## config.mk

```make
export PLATFORM = sky130hd
export DESIGN_NAME = hmng_qunit
export DESIGN_NICKNAME = d
export VERILOG_FILES = /design/src/hdl/hmng_pkg.sv /design/src/hdl/hmng_qunit.sv
export VERILOG_INCLUDE_DIRS = /design/src /design/src/hdl
export SDC_FILE = /design/constraint.sdc
export NUM_CORES = 2
export LEC_CHECK = 0
export BUFFER_PORTS_ARGS = -buffer_cell sky130_fd_sc_hd__buf_4
export CORE_ASPECT_RATIO = 2
export CORE_MARGIN = 5
export CORE_UTILIZATION = 62
export CTS_BUF_LIST = sky130_fd_sc_hd__clkbuf_8
export DETAILED_ROUTE_END_ITERATION = 6
export PLACE_DENSITY = 0.78
export SYNTH_ARGS = -nofsm -noshare
export SYNTH_HDL_FRONTEND = slang
export SYNTH_SLANG_ARGS = --single-unit
```

## constraint.sdc

```tcl
create_clock -name i_clk -period 12 [get_ports i_clk]
set_clock_uncertainty 0.2 [all_clocks]
set_input_delay 1.8 -clock i_clk [delete_from_list [all_inputs] [get_ports i_clk]]
set_output_delay 1.8 -clock i_clk [all_outputs]
set_load 0.01 [all_outputs]
```

## src/hdl/assert_macros.svh

```systemverilog
// Assertion helpers shared by the RTL files.
`ifndef ASSERT_MACROS_SVH
`define ASSERT_MACROS_SVH

// Implication check on the rising clock, off while in reset.
`define ASSERT_IMPL(label, clk, rst_n, ante, cons, msg) \
    label: assert property (@(posedge clk) disable iff (!rst_n) (ante) |-> (cons)) \
        else $error(msg);

// Next-cycle implication check, off while in reset.
`define ASSERT_NEXT(label, clk, rst_n, ante, cons, msg) \
    label: assert property (@(posedge clk) disable iff (!rst_n) (ante) |=> (cons)) \
        else $error(msg);

`endif

```

## src/hdl/hmng_pkg.sv

```systemverilog
`timescale 1ns / 1ps
package hmng_pkg;
    localparam int MAX_COLS_DEF = 1024;
    localparam int MAX_ROWS_DEF = 1024;
    localparam int QSCALE       = 32767;
    localparam int CFG_IDX_W    = 2;
    localparam int CFG_DATA_W   = 11;

    localparam logic [CFG_IDX_W-1:0] REG_MAP_ROWS = 2'd0;
    localparam logic [CFG_IDX_W-1:0] REG_MAP_COLS = 2'd1;
    localparam logic [CFG_IDX_W-1:0] REG_INVERT   = 2'd2;

    typedef enum logic [3:0] {
        ST_IDLE,
        ST_PLAN,
        ST_RD_A,
        ST_RD_B,
        ST_RD_C,
        ST_RD_D,
        ST_RD_WAIT,
        ST_DIFF,
        ST_COMP,
        ST_COMP_WAIT,
        ST_OUT
    } t_state;

    // Start command and result of the shared rounding/normalize unit
    typedef struct packed {
        logic        start;
        logic [9:0]  mag;   // |a|, at most 510
        logic [18:0] s;     // dr^2 + 4 + dc^2
    } t_qcmd;

    typedef struct packed {
        logic        busy;
        logic        done;
        logic [14:0] q;
    } t_qrsp;
endpackage

```

## src/hdl/hmng_qunit.sv

```systemverilog
`timescale 1ns / 1ps
`include "assert_macros.svh"
// Finds the largest q <= 32767 with (2q-1)^2 * s <= (2*32767*mag)^2 by
// binary search; each probe squares the candidate, then scales and compares.
module hmng_qunit (
    input  logic               i_clk,
    input  logic               i_rst_n,
    input  hmng_pkg::t_qcmd    i_cmd,
    output hmng_pkg::t_qrsp    o_rsp
);
    logic [14:0] r_lo, n_lo, r_hi, n_hi;
    logic [18:0] r_s, n_s;
    logic [49:0] r_t, n_t;
    logic        r_busy, n_busy, r_done, n_done, r_phase, n_phase;
    logic [31:0] r_dsq, n_dsq;
    logic [15:0] w_mid;
    logic [15:0] w_d;
    logic [50:0] w_lhs;

    assign w_mid = ({1'b0, r_lo} + {1'b0, r_hi} + 16'd1) >> 1;
    assign w_d   = {w_mid[14:0], 1'b0} - 16'd1;
    assign w_lhs = {19'd0, r_dsq} * {32'd0, r_s};

    always_comb begin
        n_lo = r_lo; n_hi = r_hi; n_s = r_s; n_t = r_t;
        n_busy = r_busy; n_done = 1'b0; n_phase = r_phase; n_dsq = r_dsq;
        if (i_cmd.start && !r_busy) begin
            n_lo = '0;
            n_hi = 15'(hmng_pkg::QSCALE);
            n_s  = i_cmd.s;
            n_t  = 50'(25'(2 * hmng_pkg::QSCALE) * 25'(i_cmd.mag));
            n_busy = 1'b1;
            n_phase = 1'b0;
        end else if (r_busy) begin
            if (r_phase == 1'b0) begin
                if (r_lo == r_hi) begin
                    n_busy = 1'b0;
                    n_done = 1'b1;
                end else begin
                    n_dsq = w_d * w_d;
                    n_phase = 1'b1;
                end
            end else begin
                if (w_lhs <= {1'b0, r_t}) n_lo = w_mid[14:0];
                else n_hi = w_mid[14:0] - 15'd1;
                n_phase = 1'b0;
            end
        end
    end

    // square the bound once at start
    logic r_sq_pend;
    logic [24:0] r_tm;
    always_ff @(posedge i_clk) begin
        if (!i_rst_n) begin
            r_busy <= 1'b0; r_done <= 1'b0; r_phase <= 1'b0; r_sq_pend <= 1'b0;
        end else begin
            r_busy <= n_busy; r_done <= n_done; r_phase <= n_phase;
            r_sq_pend <= i_cmd.start && !r_busy;
        end
        r_lo <= n_lo; r_hi <= n_hi; r_s <= n_s; r_dsq <= n_dsq;
        if (i_cmd.start && !r_busy) r_tm <= n_t[24:0];
        if (r_sq_pend) r_t <= {25'd0, r_tm} * {25'd0, r_tm};
        else r_t <= r_t;
    end

    assign o_rsp.busy = r_busy || r_sq_pend;
    assign o_rsp.done = r_done;
    assign o_rsp.q    = r_lo;

    `ASSERT_IMPL(a_q_range, i_clk, i_rst_n, r_busy, r_lo <= r_hi, "qunit: lo passed hi")
    `ASSERT_NEXT(a_done_pulse, i_clk, i_rst_n, r_done, !r_done, "qunit: done held")
endmodule

```

==> summary.md <==
| Metric | Value |
|---|---|
| Outcome | `completed` |
| Clock-pin transition on the worst setup and hold timing paths | `roughly 0.12 ns` |
| GP Congestion | `between 0.9 and 1` |
| CP max stage delay | `approximately 1.2 ns` |
| Worst-Skew Late Latency | `0.61 ns` |
| Initial DRC count | `between 2000 and 2500` |
| Initial antenna violation count | `4` |
| Die ar. | `a little under 90000 µm²` |
| Max Root-Sink Buffers | `2` |
| Fin crit share | `0.934` |
| Clk root buf | `clkbuf_8` |
| Share of layout cells above drive strength 1 | `0.0354` |
| Setup bufs post-CTS | `0` |
| CTS Hold Bufs | `0` |
| Count of flip-flops with a built-in enable after synthesis | `119` |
| Post-synthesis sequential area ratio | `0.0836` |
| Post-synthesis cell area | `slightly above 50000 µm²` |
| Synth Register Bits | `153` |
| Total CTS buffers | `17` |
| Worst slew pin tran | `between 1 and 1.5 ns` |
| H-Tree Depth | `4` |
| Syn Inst Count | `approximately 5400` |
| Buf/Inv on CP | `3` |
| CP arrival | `between 10 and 15 ns` |
| Post-synth ARST share | `0` |
| Io pins | `approximately 50` |
| Setup crit end kind | `flop` |
| Core ar. | `~81000 µm²` |
| Die Width | `around 210 µm` |
| Vias in the first global route | `between 40000 and 50000` |
| Final wirelength | `approximately 130 mm` |
| Most used cell, CP | `fa_1` |
| Multi-input logic area | `between 40000 and 50000 µm²` |
| Warnings from Yosys | `0` |
| Drt via density | `5.71` |
| Hold Path Class | `flop to flop` |
| First-pass GRT wire length | `~210 mm` |
| Starting Density | `0.625` |
| Clock sinks | `roughly 150` |
| ANT nets after route | `0` |
| Final hold vios | `0` |
| GRT Total Usage | `0.305` |
| CP top delay family | `compound AO/OA/AOI/OAI gates` |
| Total of max-cap violations | `0` |
| Setup Viol. Count Final | `0` |
| Routed wire per std cell | `19.9 µm` |
| Crit start category | `flop` |
| Syn avg cell area | `around 9.4 µm²` |
| Fin crit period | `approximately 11 ns` |
| Synth-to-Final Area Change | `3.51%` |
| Setup_tns | `0 ns` |
| Distinct cells, synth | `around 100` |
| Largest net degree at the start of global routing | `48` |
| Dominant synthesized flop cell | `edfxtp_1` |
| Slowest CP cell | `edfxtp_1` |
| Rel. slew slack | `0.146` |
| Critical path class | `flop to flop` |
| CTS tree | `built` |
| Global route overflow | `0` |
| Max FO, Critical Path | `30` |
| Detailed Place HPWL | `~110 mm` |
| FILL cells | `between 6000 and 7000` |
| RSZ-0062 raised after global routing | `no` |
| Die Y | `a little over 400 µm` |
| Highest Clock Rate | `slightly below 0.09 GHz` |
| Drt pass-1 iters | `6` |
| DRC violation count after routing | `0` |
| Post-CTS Resized | `0` |
| Routed vias | `roughly 37000` |
| Register area | `around 4300 µm²` |
| WP data required | `approximately 12 ns` |
| Pins Over Slew Limit | `0` |
| Number of port buffers | `48` |
| Cell Rows | `about 150` |
| Layout net count | `between 7000 and 8000` |
==> state kept, by name, indices dropped and copies added (netlist names), 15 cells and up <==
name   count
r_s       19
r_hi      15
r_dsq     29
r_tm      24
r_lo      15
r_t       47
==> cell families after synthesis <==
logic type / after synthesis / share of synthesized area
other cells: 2 / 0.000148
buf+inv: 1641 / 0.122
xor+xnor: 164 / 0.0289
compound gates: 487 / 0.0662
fa+ha+maj: 1636 / 0.567
flops: 153 / 0.0836
mux: 24 / 0.00479
simple gates: 1322 / 0.128
==> area by class of cell <==
class | instances | area share
Tap cell | 1050 | 0.0249
Sequential cell | 153 | 0.0807
Multi-Input combinational cell | 3648 | 0.769
Inverter | 1452 | 0.103
Clock buffer | 17 | 0.00444
Antenna cell | 1 | 0.0000475
Timing Repair Buffer | 103 | 0.0147
Clock inverter | 15 | 0.00273
==> cell usage after synthesis (5+ instances only) <==
library cell,count,area (µm²)
xor2_1,49,429
fa_1,1116,22300
a21boi_0,5,37.5
a21o_1,102,766
or3_1,8,50.1
nor2_1,165,619
o211ai_1,9,67.6
nor3b_1,7,52.6
a31oi_1,21,131
and3_1,9,56.3
nand3b_1,5,37.5
o21bai_1,13,97.6
a211o_1,9,78.8
nor4_1,5,31.3
clkbuf_1,177,664
dfxtp_1,34,681
inv_1,1439,5400
nor2b_1,23,144
nor3_1,34,170
nand2b_1,15,93.8
nand2_1,558,2090
or2_2,8,50.1
nand3_1,24,120
o31ai_1,10,75.1
edfxtp_1,119,3570
ha_1,520,6510
o21a_1,25,188
a21oi_1,130,651
and4_1,11,96.3
o21ai_0,83,415
a2111oi_0,6,52.6
inv_2,8,30.0
xnor2_1,112,981
mux2i_1,21,210
nand4_1,24,150
a311oi_1,5,43.8
o31a_1,5,43.8
and2_1,403,2520
a211oi_1,10,75.1
==> stage by stage <==
step,cells,hold slack (ns),cell area [µm²],utilization,setup slack [ns]
floorplan,5442,0.287,51000,-,2.62
global placement,6406,0.278,52300,0.642,1.19
detailed placement,6406,0.280,52300,0.642,0.953
CTS,6438,0.296,52700,0.647,0.907
global route,6439,0.324,52700,0.647,0.253
finish,6439,0.298,52700,0.647,0.789
==> layer usage <==
metal	global-route usage	part of all wire
met2	0.562	0.55
met3	0.0496	0.052
met5	0	0
met4	0.220	0.093
met1	0.301	0.31
==> worst min-delay path, cell delays in order (launching register included) <==
cell and delay, ns:
dfxtp_1 0.35, nand2_1 0.06, mux2i_1 0.05
==> worst paths after layout <==
| check | from | end | slack [ns] | cells past startpoint |
|---|---|---|---|---|
| hold reg to reg | r_lo[12]$_SDFFE_PP0P_ | r_lo[12]$_SDFFE_PP0P_ | 0.30 | 2 |
| setup reg to reg | r_s[4]$_DFFE_PP_ | r_hi[3]$_SDFFE_PP1P_ | 0.79 | 31 |
| hold / removal | r_lo[12]$_SDFFE_PP0P_ | r_lo[12]$_SDFFE_PP0P_ | 0.30 | 2 |
| setup / recovery | r_s[4]$_DFFE_PP_ | r_hi[3]$_SDFFE_PP1P_ | 0.79 | 31 |
==> cells in the final DEF, fill, tap and decap left out, types with 6 or more instances in the layout <==
cell       instances
o21bai_1          13
inv_1           1438
and2_1           403
dfxtp_1           33
a2111oi_0          6
and3_1             9
ha_1             520
nand3_1           24
and4_1            11
nand4_1           24
a31oi_1           21
buf_4            103
o21a_1            25
nor2_1           164
a211o_1            9
xnor2_1          111
a21o_1           102
nor3_1            34
nand2_1          558
inv_6              6
nand2b_1          15
o31ai_1           10
a211oi_1          10
o211ai_1           9
conb_1            15
or2_2              8
fa_1            1116
o21ai_0           83
nor3b_1            7
edfxtp_1         119
nor2b_1           23
or3_1              8
mux2i_1           21
clkbuf_8          17
a21oi_1          130
inv_2              9
xor2_1            49
Power is left out: the tool's default activity adds up to more than one toggle a clock period on the data nets, which glitch-free logic cannot reach.
